[src/hw/rtl/lhm_pkg.sv]
// Shared types and constants for the latency histogram monitor.
// Used by every module of the block but lhm_bin_ram; depends on nothing.
`default_nettype none

package lhm_pkg;

	// Default geometry of the histogram.
	localparam int HIST_BINS_DEF       = 200;
	localparam int BIN_WIDTH_US_DEF    = 50;
	localparam int BIN_COUNT_WIDTH_DEF = 32;

	// Fixed field widths.
	localparam int OPC_W   = 2;
	localparam int LAT_W   = 48;
	localparam int BYTE_W  = 32;
	localparam int PCT_W   = 14;
	localparam int PCTL_W  = 24;
	localparam int CNT64_W = 64;
	localparam int OVF_W   = 32;

	localparam int S_TDATA_W = 96;
	localparam int M_TDATA_W = 536;

	// Arithmetic constants.
	localparam int NS_PER_US = 1000;
	localparam int PCT_SCALE = 10000;

	// Opcodes carried on the input tuser.
	localparam logic [OPC_W-1:0] OP_RECORD = 2'd0;
	localparam logic [OPC_W-1:0] OP_QUERY  = 2'd1;
	localparam logic [OPC_W-1:0] OP_CLEAR  = 2'd2;
	// Opcode with no function; the block drops it.
	localparam logic [OPC_W-1:0] OP_UNUSED = 2'd3;

	typedef enum logic [2:0] {
		ST_CLEAR,
		ST_IDLE,
		ST_DIV,
		ST_WR,
		ST_QSTART,
		ST_QUERY,
		ST_OUT
	} ctl_state_t;

	typedef enum logic [1:0] {
		SC_IDLE,
		SC_MUL,
		SC_RUN,
		SC_DONE
	} scan_state_t;

	// Status of the percentile scan as seen by the controller.
	typedef struct packed {
		logic              busy;
		logic              done;
		logic [PCTL_W-1:0] pct_ns;
	} scan_stat_t;

endpackage

`default_nettype wire

[src/hw/rtl/lhm_bin_div.sv]
// Bin index unit: divides a latency by the bin width in ns through a registered
// reciprocal multiplication, with an early overflow check. Uses lhm_pkg.
`default_nettype none

module lhm_bin_div
	import lhm_pkg::*;
#(
	parameter int HIST_BINS    = HIST_BINS_DEF,
	parameter int BIN_WIDTH_US = BIN_WIDTH_US_DEF,
	parameter int AW           = $clog2(HIST_BINS)
) (
	input  wire logic             clk,
	input  wire logic             arst_n,
	input  wire logic             start,
	input  wire logic [LAT_W-1:0] lat,
	output logic                  done,
	output logic                  ovf,
	output logic      [AW-1:0]    bin
);

	localparam longint unsigned BIN_DIV_L   = longint'(BIN_WIDTH_US) * longint'(NS_PER_US);
	localparam longint unsigned OVF_BOUND_L = BIN_DIV_L * longint'(HIST_BINS);
	localparam logic [LAT_W-1:0] OVF_BOUND  = LAT_W'(OVF_BOUND_L);

	// Latencies inside the histogram fit XW bits. With a shift of XW plus the
	// divisor's bit length, the rounded-up reciprocal gives the exact quotient
	// for every such latency.
	localparam int XW   = $clog2(OVF_BOUND_L);
	localparam int SH   = XW + $clog2(BIN_DIV_L);
	localparam int MW   = XW + 1;
	localparam int LO_W = (XW + 1) / 2;
	localparam int HI_W = XW - LO_W;
	localparam int PW   = XW + MW;
	localparam logic [127:0] RECIP_WIDE =
		((128'd1 << SH) + 128'(BIN_DIV_L) - 128'd1) / 128'(BIN_DIV_L);
	localparam logic [MW-1:0] RECIP = MW'(RECIP_WIDE);

	logic                 busy_q;
	logic                 done_q;
	logic                 ovf_q;
	logic [LO_W+MW-1:0]   pp_lo_q;
	logic [HI_W+MW-1:0]   pp_hi_q;
	logic [AW-1:0]        bin_q;
	logic [PW-1:0]        prod;

	assign prod = PW'(pp_lo_q) + (PW'(pp_hi_q) << LO_W);

	always_ff @(posedge clk or negedge arst_n) begin
		if (!arst_n) begin
			busy_q <= 1'b0;
			done_q <= 1'b0;
		end else begin
			done_q <= 1'b0;
			busy_q <= 1'b0;
			if (start) begin
				if (lat >= OVF_BOUND) begin
					done_q <= 1'b1;
				end else begin
					busy_q <= 1'b1;
				end
			end else if (busy_q) begin
				done_q <= 1'b1;
			end
		end
	end

	// Start registers two half-width partial products; busy then sums and shifts them.
	always_ff @(posedge clk) begin
		if (start) begin
			ovf_q   <= (lat >= OVF_BOUND);
			pp_lo_q <= (LO_W+MW)'(lat[LO_W-1:0]) * (LO_W+MW)'(RECIP);
			pp_hi_q <= (HI_W+MW)'(lat[XW-1:LO_W]) * (HI_W+MW)'(RECIP);
		end
		if (busy_q) begin
			bin_q <= AW'(prod >> SH);
		end
	end

	assign done = done_q;
	assign ovf  = ovf_q;
	assign bin  = bin_q;

endmodule

`default_nettype wire

[config.mk]
export PLATFORM = sky130hd
export DESIGN_NAME = lhm_bin_div
export DESIGN_NICKNAME = d
export VERILOG_FILES = /design/src/hw/rtl/lhm_pkg.sv /design/src/hw/rtl/lhm_bin_div.sv
export SDC_FILE = /design/constraint.sdc
export NUM_CORES = 1
export LEC_CHECK = 0
export ABC_AREA = 1
export BUFFER_PORTS_ARGS = -buffer_cell sky130_fd_sc_hd__buf_2
export CAP_MARGIN = 15
export CORE_MARGIN = 2
export CORE_UTILIZATION = 41
export CTS_BUF_LIST = sky130_fd_sc_hd__clkbuf_4 sky130_fd_sc_hd__clkbuf_8
export DETAILED_ROUTE_END_ITERATION = 16
export PLACE_DENSITY_LB_ADDON = 0.1
export SKIP_LAST_GASP = 1
export SLEW_MARGIN = 20
export SYNTH_ARGS = -nofsm -noshare
export SYNTH_HDL_FRONTEND = slang
export SYNTH_SLANG_ARGS = --single-unit
[constraint.sdc]
create_clock -name clk -period 4.3 [get_ports clk]
set_input_delay 0.86 -clock clk [delete_from_list [all_inputs] [get_ports clk]]
set_output_delay 0.86 -clock clk [all_outputs]
set_load 0.05 [all_outputs]
==> metrics.txt <==
status complete, but fails checks; failing checks setup timing; Post-Syn Area 15070 sq um; WL per Instance 16.20 microns; Synth Warn # 0; CTS clk-pin slew, worst paths 0.07 ns; die area 38300 sq um; Clock Latency Late Sink 0.35 ns; RR Endpoint bin[7]; TritonCTS Buffers 9; Syn Nets 2415; H-tree depth 3; Total Wirelength 44.68 mm; Final GP Congestion 0.9240; grt ovf 0; number of global-route vias before repair 13560; core area 36430 sq um; Synth Area in Adders 0.4440; HPWL Detailed 39.07 mm; Synth Area in Compound Gates 0.05912; CTS Sinks 72; routed vias 13150; Post-Place Cells 2694; Die Height 195.7 microns; fraction of layout cells with a size suffix above 1 0.3694; Worst Hold Class input port to async pin; final hold viol count 0; largest family of logic cells by synthesized area adder cells; Yosys cell types 40; drt pass-1 iters 5; Non-Filler Instances 2758; critical path required time 4.40 ns; Ant. Diodes 0; post-synthesis xor/xnor area fraction 0.02325; Max Root-Sink Buffers 2; leading cell types in the layout, fill and taps excluded inv_1 (407), nand2_1 (337), buf_4 (249); Root Driver clkbuf_8; # IOs 61; simple-gate share of the synthesized area 0.2065; first-pass GRT wire length 71.12 mm; most common cell after layout, fill and taps aside inv_1; worst rel slew slack 0.5309; final period utilization 1.073; final setup vio count 46; Hold Buf Count CTS 0; die width 195.7 microns; Iteration-0 DRC Markers 516; FF-to-FF Start pp_lo_q[32]; #FFs+latches synth 72; Worst Reg-to-Reg Cells 12; antenna violations before repair 4; fin worst setup slack -0.3152 ns; CTS tree built; initial core utilization 0.4136; Syn Inst Count 1933; r2r setup slk 2.27 ns; Via density 4.767; Post-synth EDFFs 70; Final min period 4.615 ns; nets@finish 2767; clock skew 0.01044 ns; CP max FO 4; port bufs 60; DRC 0; startpoint class of the critical path input port; FMAX 216.7 MHz; Slew @ Worst Pin 0.7036 ns; RSZ-0062 raised after global routing true; WS Path Type input port to flip-flop; asr flop ratio synth 0.02778; row cnt 70; Area Overhead vs Synth 42.56%; multiplexer share of the synthesized area 0; sequential fraction of the synthesis area 0.1428; Min Hold Slack 0.2840 ns; antenna viol nets, final 0; GRT Total Usage 0.2380; CP Data Arrival Time 4.71 ns; Worst setup EP type flip-flop; # fillers 3257; pins over their slew limit 0; maxcap violations 0; pin count of the biggest net entering global routing 33; Post-synth top flop edfxtp_1; syn_area_per_cell 7.796 sq um
worst max-delay path by stage:
stage                  from           to
global placement    lat[11]  pp_lo_q[29]
global route        lat[10]  pp_lo_q[31]
CTS                 lat[10]  pp_lo_q[36]
detailed placement  lat[11]  pp_lo_q[29]
floorplan           lat[11]  pp_lo_q[31]
finish              lat[10]  pp_lo_q[31]
routing by layer:
metal | up-vias | track usage | share of wire
met5 | - | 0 | 0
met4 | 0 | 0.04882 | 0.016
met3 | 38 | 0.01599 | 0.035
met2 | 241 | 0.3884 | 0.45
met1 | 6208 | 0.3499 | 0.50
li1 | 6661 | - | -
synth_stat cells, types with 3 or more instances:
cell,instances,share of area
nand3_2,3,0.0020
o21ai_1,12,0.0040
and2_1,4,0.0017
or2_2,5,0.0021
xor2_1,31,0.018
a21o_1,7,0.0035
o21bai_1,10,0.0050
xnor2_1,9,0.0052
a21oi_1,96,0.032
nand3_1,81,0.027
nand2_1,411,0.10
nor2_2,12,0.0050
edfxtp_1,70,0.14
nand3b_1,3,0.0015
nor4_1,3,0.0012
nor3_1,16,0.0053
o21ai_0,32,0.011
nand4_1,11,0.0046
nor3_2,6,0.0040
nand2_2,15,0.0062
inv_2,7,0.0017
ha_1,258,0.21
fa_1,173,0.23
inv_1,492,0.12
nor2_1,145,0.036
layout make-up:
cell class | count | area [sq um] | share of cell area
Multi-Input combinational cell | 1362 | 13810 | 0.6429
Timing Repair Buffer | 341 | 2791 | 0.1299
Sequential cell | 72 | 2152 | 0.1002
Inverter | 499 | 1927 | 0.08969
Tap cell | 468 | 585.6 | 0.02726
Clock buffer | 10 | 131.4 | 0.006115
Clock inverter | 6 | 83.83 | 0.003902
flip-flops by register name, indices dropped and copies added (netlist names):
signal	flops
busy_q	1
ovf	1
bin	8
pp_lo_q	25
pp_hi_q	36
done	1
worst max-delay path: stages:
cell	delay (ns)
buf_8	0.10
fa_2	0.60
inv_2	0.06
fa_1	0.45
fa_1	0.50
inv_2	0.04
fa_1	0.47
inv_1	0.05
fa_1	0.49
inv_2	0.05
ha_4	0.31
nand2_4	0.08
nor2_4	0.11
inv_2	0.06
nor4_4	0.25
nand2_1	0.09
nand3_1	0.08
nand2_1	0.05
cells by family (layout without fill, tap and decap cells):
kind of cell	Yosys count	after routing
buffers and inverters	499	856
flip-flops	72	72
AO/OA/AOI/OAI	164	164
XOR/XNOR	40	40
AND/OR/NAND/NOR	727	727
adder cells (fa/ha/maj)	431	431
through the flow:
step / setup slack, ns / setup TNS (ns) / area [sq um] / utilization
final: -0.3152 / -7.752 / 21480 / 0.5896
after global routing: -0.4538 / -12.07 / 21480 / 0.5896
after CTS: -0.2651 / -6.191 / 20630 / 0.5662
after detailed placement: -0.8185 / -33.18 / 19080 / 0.5237
after global placement: -0.8234 / -31.91 / 19080 / 0.5237
after floorplan: -0.4758 / -6.852 / 16420 / -
repair_timing:
item	in CTS	in global routing
gates cloned	1	0
gates resized for setup	256	146
setup endpoints to repair	49	49
setup buffers	25	22
pin swaps	175	144
Power is not shown: default switching activity piles up to over one toggle a cycle in this logic, so the estimate is an artifact.
