<file path="src/hw/rtl/lhm_pkg.sv">
// Shared types and constants for the latency histogram monitor.
// Used by every module of the block but lhm_bin_ram; depends on nothing.
`default_nettype none

package lhm_pkg;

	// Default geometry of the histogram.
	localparam int HIST_BINS_DEF       = 200;
	localparam int BIN_WIDTH_US_DEF    = 50;
	localparam int BIN_COUNT_WIDTH_DEF = 32;

	// Fixed field widths.
	localparam int OPC_W   = 2;
	localparam int LAT_W   = 48;
	localparam int BYTE_W  = 32;
	localparam int PCT_W   = 14;
	localparam int PCTL_W  = 24;
	localparam int CNT64_W = 64;
	localparam int OVF_W   = 32;

	localparam int S_TDATA_W = 96;
	localparam int M_TDATA_W = 536;

	// Arithmetic constants.
	localparam int NS_PER_US = 1000;
	localparam int PCT_SCALE = 10000;

	// Opcodes carried on the input tuser.
	localparam logic [OPC_W-1:0] OP_RECORD = 2'd0;
	localparam logic [OPC_W-1:0] OP_QUERY  = 2'd1;
	localparam logic [OPC_W-1:0] OP_CLEAR  = 2'd2;
	// Opcode with no function; the block drops it.
	localparam logic [OPC_W-1:0] OP_UNUSED = 2'd3;

	typedef enum logic [2:0] {
		ST_CLEAR,
		ST_IDLE,
		ST_DIV,
		ST_WR,
		ST_QSTART,
		ST_QUERY,
		ST_OUT
	} ctl_state_t;

	typedef enum logic [1:0] {
		SC_IDLE,
		SC_MUL,
		SC_RUN,
		SC_DONE
	} scan_state_t;

	// Status of the percentile scan as seen by the controller.
	typedef struct packed {
		logic              busy;
		logic              done;
		logic [PCTL_W-1:0] pct_ns;
	} scan_stat_t;

endpackage

`default_nettype wire

</file>
<file path="src/hw/rtl/lhm_pct_scan.sv">
// Percentile scan: forms pct*total, then streams the bins out of the memory,
// accumulating count*10000 until the target is met or every bin is read. Uses lhm_pkg.
`default_nettype none

module lhm_pct_scan
	import lhm_pkg::*;
#(
	parameter int HIST_BINS       = HIST_BINS_DEF,
	parameter int BIN_WIDTH_US    = BIN_WIDTH_US_DEF,
	parameter int BIN_COUNT_WIDTH = BIN_COUNT_WIDTH_DEF,
	parameter int AW              = $clog2(HIST_BINS),
	parameter int TOT_W           = 41
) (
	input  wire logic                       clk,
	input  wire logic                       arst_n,
	input  wire logic                       start,
	input  wire logic [TOT_W-1:0]           total,
	input  wire logic [PCT_W-1:0]           pct,
	output logic                            rd_en,
	output logic      [AW-1:0]              rd_addr,
	input  wire logic [BIN_COUNT_WIDTH-1:0] rd_data,
	output scan_stat_t                      stat
);

	localparam int IW     = $clog2(HIST_BINS + 1);
	localparam int LO_W   = (TOT_W + 1) / 2;
	localparam int HI_W   = TOT_W - LO_W;
	localparam int CMP_W  = TOT_W + PCT_W;
	localparam int PROD_W = BIN_COUNT_WIDTH + PCT_W;
	localparam longint unsigned BIN_DIV_L = longint'(BIN_WIDTH_US) * longint'(NS_PER_US);
	localparam logic [LAT_W-1:0]  BIN_DIV = LAT_W'(BIN_DIV_L);
	localparam logic [PCTL_W-1:0] OVF_ANS = PCTL_W'(BIN_DIV_L * longint'(HIST_BINS));

	scan_state_t state_q, state_d;

	logic [LO_W+PCT_W-1:0] pp_lo_q;
	logic [HI_W+PCT_W-1:0] pp_hi_q;
	logic [CMP_W-1:0]      target_q;
	logic [CMP_W-1:0]      cum_q;
	logic [CMP_W-1:0]      cum_next;
	logic [LAT_W-1:0]      ub_q;
	logic [LAT_W-1:0]      ub_next;
	logic [IW-1:0]         idx_q;
	logic [PCTL_W-1:0]     ans_q;
	logic [PROD_W-1:0]     prod_s2;
	logic                  vld_s1;
	logic                  vld_s2;
	logic                  found_q;
	logic                  issue_end;
	logic                  take;
	logic                  hit;

	assign issue_end = (idx_q == IW'(HIST_BINS));
	assign rd_en     = (state_q == SC_RUN) && !found_q && !issue_end;
	assign rd_addr   = idx_q[AW-1:0];
	assign cum_next  = cum_q + CMP_W'(prod_s2);
	assign ub_next   = ub_q + BIN_DIV;
	assign take      = (state_q == SC_RUN) && vld_s2 && !found_q;
	assign hit       = take && (cum_next >= target_q);

	always_comb begin
		state_d = state_q;
		unique case (state_q)
			SC_IDLE: begin
				if (start) begin
					state_d = (total == '0) ? SC_DONE : SC_MUL;
				end
			end
			SC_MUL: begin
				state_d = SC_RUN;
			end
			SC_RUN: begin
				if (found_q || (issue_end && !vld_s1 && !vld_s2)) begin
					state_d = SC_DONE;
				end
			end
			SC_DONE: begin
				state_d = SC_IDLE;
			end
			default: begin
				state_d = SC_IDLE;
			end
		endcase
	end

	always_ff @(posedge clk or negedge arst_n) begin
		if (!arst_n) begin
			state_q <= SC_IDLE;
			vld_s1  <= 1'b0;
			vld_s2  <= 1'b0;
			found_q <= 1'b0;
		end else begin
			state_q <= state_d;
			vld_s1  <= rd_en;
			vld_s2  <= vld_s1;
			if (state_q == SC_MUL) begin
				found_q <= 1'b0;
			end else if (hit) begin
				found_q <= 1'b1;
			end
		end
	end

	always_ff @(posedge clk) begin
		prod_s2 <= PROD_W'(rd_data) * PROD_W'(PCT_SCALE);
		if (state_q == SC_IDLE && start) begin
			pp_lo_q <= (LO_W+PCT_W)'(total[LO_W-1:0]) * (LO_W+PCT_W)'(pct);
			pp_hi_q <= (HI_W+PCT_W)'(total[TOT_W-1:LO_W]) * (HI_W+PCT_W)'(pct);
			ans_q   <= '0;
		end
		if (state_q == SC_MUL) begin
			target_q <= CMP_W'(pp_lo_q) + (CMP_W'(pp_hi_q) << LO_W);
			cum_q    <= '0;
			ub_q     <= '0;
			idx_q    <= '0;
			ans_q    <= OVF_ANS;
		end
		if (rd_en) begin
			idx_q <= idx_q + IW'(1);
		end
		if (take) begin
			cum_q <= cum_next;
			ub_q  <= ub_next;
			if (hit) begin
				ans_q <= ub_next[PCTL_W-1:0];
			end
		end
	end

	assign stat.busy   = (state_q != SC_IDLE);
	assign stat.done   = (state_q == SC_DONE);
	assign stat.pct_ns = ans_q;

endmodule

`default_nettype wire

</file>
<file path="config.mk">
export PLATFORM = sky130hd
export DESIGN_NAME = lhm_pct_scan
export DESIGN_NICKNAME = d
export VERILOG_FILES = /design/src/hw/rtl/lhm_pkg.sv /design/src/hw/rtl/lhm_pct_scan.sv
export SDC_FILE = /design/constraint.sdc
export NUM_CORES = 2
export LEC_CHECK = 0
export BUFFER_PORTS_ARGS = -buffer_cell sky130_fd_sc_hd__buf_2
export CELL_PAD_IN_SITES_DETAIL_PLACEMENT = 0
export CELL_PAD_IN_SITES_GLOBAL_PLACEMENT = 2
export CORE_ASPECT_RATIO = 0.7
export CORE_MARGIN = 4
export CORE_UTILIZATION = 46
export CTS_BUF_LIST = sky130_fd_sc_hd__clkbuf_4
export CTS_CLUSTER_DIAMETER = 80
export DETAILED_ROUTE_END_ITERATION = 10
export PLACE_DENSITY_LB_ADDON = 0.1
export SLEW_MARGIN = 20
export SYNTH_ARGS = -nofsm -noshare
export SYNTH_HDL_FRONTEND = slang
export SYNTH_SLANG_ARGS = --single-unit
</file>
<file path="constraint.sdc">
create_clock -name clk -period 8.42 [get_ports clk]
set_input_delay 0.842 -clock clk [delete_from_list [all_inputs] [get_ports clk]]
set_output_delay 0.842 -clock clk [all_outputs]
set_load 0.01 [all_outputs]
</file>
==> qor.yml <==
die:
  die_y_um: 247.3
  dieArea_um2: 86550
  rows: 87
  fp.dieW_um: 349.9
  ios: 125
  coreArea_um2: 80770
  start_util: 0.4661
worst_setup_path:
  cp_max_fo: 41
  critPathCaptureType: "register"
  ff2ff_path_depth: 22
  required_ns: 8.94
  arrival_ns: 7.57
  worstSetupPathType: "input port to register"
  start_kind: "input port"
route:
  vias_per_cell: 5.194
  drt-initial-drc-count: 1775
  vias: 27059
  drc: 0
  dr.pass1.iters: 5
  routed_wirelength_um: 101600
  wl_per_cell_um: 19.50
  ant_nets: 0
synth:
  synth_nets: 5023
  synth_compound_area_frac: 0.09004
  synth_seq_area_share: 0.2004
  synth-edff-count: 203
  synth_xor_xnor_area_share: 0.04441
  synthMuxAreaShare: 0.001330
  async_flop_share: 0.01825
  synthAdderAreaFrac: 0.4211
  yosysUniqueCellTypes: 92
  synthSimpleGateAreaFrac: 0.1449
  syn_area_um2: 37640
  synth_top_family_by_area: "adder cells"
  ys_seq_elements: 274
  syn_inst: 3980
  avgSynthCellArea_um2: 9.458
  synth-main-ff-cell: "edfxtp_1"
  yosysWarnings: 0
placement:
  place_congestion: 0.9078
  port_buffers: 124
  placed_area_um2: 39290
  dp_cells: 5071
  dp_hpwl_um: 82530
clock_tree:
  path_clk_slew_ns: 0.07
  cts_resized: 0
  postCtsSetupRepairBufs: 0
  clkSinkCount: 274
  clock-root-buffer: "clkbuf_4"
  cts_tree: "done"
  clockBufferDepth: 3
  clk_latency_ns: 0.80
  cts_buffers: 74
  h-tree-depth: 3
global_routing:
  grt_use_total: 0.2429
  grt_pass1_wl_um: 162300
  antenna_found_initial: 8
  grt_max_degree: 72
  grt_pass1_vias: 27605
  gr-total-overflow: 0
sta:
  setup_viol_count_final: 0
  setup_tns_ns: 0
  hold_violations: 0
  slew_headroom: 0.2972
  fin_crit_ns: 7.054
  max_freq_mhz: 141.8
  drv_slew: 0
  final.period_utilization: 0.8378
  worst_pin_slew_ns: 1.054
  fin_skew_ns: 0.07855
  rsz0062_at_grt: "false"
finish:
  seq_area_um2: 7542
  multi_input_area_um2: 26430
  final_common_cell: "inv_1"
  stdcell_count: 5210
  syn_to_final_growth_pct: 7.149
  stdcell_area_um2: 40330
  final_net_count: 5124
  final_cell_mix: "inv_1 (838), fa_1 (523), ha_1 (429), nand2_1 (409), and2_1 (322)"
  drive_above_1_share: 0.07488
  nFillCells: 7872
  fin_util: 0.4994
run_status:
  outcome: "complete, no violations"
min_path:
  whs_path_depth: 1
  hold_class: "input port to register"
run:
  drv_cap: 0
-- sequential cells by signal, summed over array words and instances, names as in the netlist --
name	cells
ans_q	24
cum_q	51
found_q	1
pp_hi_q	34
pp_lo_q	35
prod_s2	42
rd_addr	8
state_q	2
target_q	55
ub_q	20
vld_s1	1
vld_s2	1
-- layer usage --
metal / global-route usage / part of all wire / wire, um / up-vias
li1: - / - / - / 12889
met1: 0.3886 / 0.52 / 52760 / 13405
met2: 0.3291 / 0.38 / 38850 / 687
met3: 0.06784 / 0.089 / 9007 / 74
met4: 0.03387 / 0.0094 / 956 / 4
met5: 0 / 0.00021 / 21 / -
-- stage by stage --
stage	worst slack [ns]	hold slack, ns
finish	1.366	0.2473
global route	1.130	0.1812
CTS	1.541	0.1505
global placement	0.6714	0.3585
detailed placement	0.6355	0.3561
floorplan	1.581	0.3488
-- what timing repair did --
action / 4_1_cts / 5_1_grt
endpoints found under the setup margin: 0 / 0
endpoints found under the hold margin: 5 / 0
hold buffers: 1 / 0
-- worst max-delay path: stages --
cell and delay, ns:
buf_2 0.74, nand2_1 0.18, fa_1 0.59, inv_1 0.06
fa_1 0.50, fa_1 0.51, inv_1 0.05, fa_1 0.48
inv_1 0.06, fa_1 0.68, inv_1 0.10, fa_1 0.54
inv_1 0.05, ha_1 0.38, nand2_1 0.08, o21ai_0 0.06
and2_1 0.18, a41oi_1 0.28, nand3_1 0.11, a211o_1 0.30
and3_1 0.20, a311o_1 0.37, a21oi_2 0.15, xnor2_1 0.07
-- cell usage after synthesis (5+ instances only) --
| library cell | n | share of area |
|---|---|---|
| a211o_1 | 5 | 0.0012 |
| a211oi_1 | 20 | 0.0040 |
| a21o_1 | 99 | 0.020 |
| a21oi_1 | 157 | 0.021 |
| a221o_1 | 5 | 0.0013 |
| a31oi_1 | 13 | 0.0022 |
| and2_1 | 322 | 0.054 |
| and3_1 | 22 | 0.0037 |
| and4_1 | 5 | 0.0012 |
| clkbuf_1 | 113 | 0.011 |
| dfrtp_1 | 5 | 0.0033 |
| dfxtp_1 | 66 | 0.035 |
| edfxtp_1 | 203 | 0.16 |
| fa_1 | 523 | 0.28 |
| ha_1 | 430 | 0.14 |
| inv_1 | 839 | 0.084 |
| mux2i_1 | 5 | 0.0013 |
| nand2_1 | 409 | 0.041 |
| nand2b_1 | 24 | 0.0040 |
| nand3_1 | 47 | 0.0062 |
| nand4_1 | 34 | 0.0057 |
| nand4b_1 | 6 | 0.0014 |
| nor2_1 | 123 | 0.012 |
| nor2b_1 | 13 | 0.0022 |
| nor3_1 | 41 | 0.0055 |
| nor4_1 | 15 | 0.0025 |
| o211ai_1 | 8 | 0.0016 |
| o21a_1 | 23 | 0.0046 |
| o21ai_0 | 72 | 0.0096 |
| o21ai_1 | 8 | 0.0011 |
| o21bai_1 | 23 | 0.0046 |
| o41ai_1 | 5 | 0.0012 |
| or3_1 | 5 | 0.00083 |
| xnor2_1 | 118 | 0.027 |
| xor2_1 | 71 | 0.017 |
-- area by class of cell --
type                       count  share of cell area
antenna                        2           0.0001241
clock buffer                 108             0.02010
clock inverter                27            0.004684
inverter                     839             0.07808
multi-input combinational   2741              0.6553
sequential                   274              0.1870
tap                         1068             0.03313
timing repair buffer         151             0.02159
-- worst paths after layout --
check / start / to / slack (ns)
max: pct[4] / pp_hi_q[33] / 1.37
min: rd_data[0] / prod_s2[4] / 0.25
max reg2reg: prod_s2[4] / ans_q[17] / 1.82
min reg2reg: vld_s1 / vld_s2 / 0.37
max in group asynchronous: arst_n / vld_s1 / 7.84
min in group asynchronous: arst_n / found_q / 0.45
-- cell families after synthesis --
| kind of cell | Yosys count |
|---|---|
| buffers and inverters | 965 |
| AO/OA/AOI/OAI | 504 |
| flip-flops | 274 |
| adder cells (fa/ha/maj) | 953 |
| XOR/XNOR | 190 |
| multiplexers | 5 |
| AND/OR/NAND/NOR | 1089 |
Power is left out: the tool's default activity adds up to more than one toggle a clock period on the data nets, which glitch-free logic cannot reach.
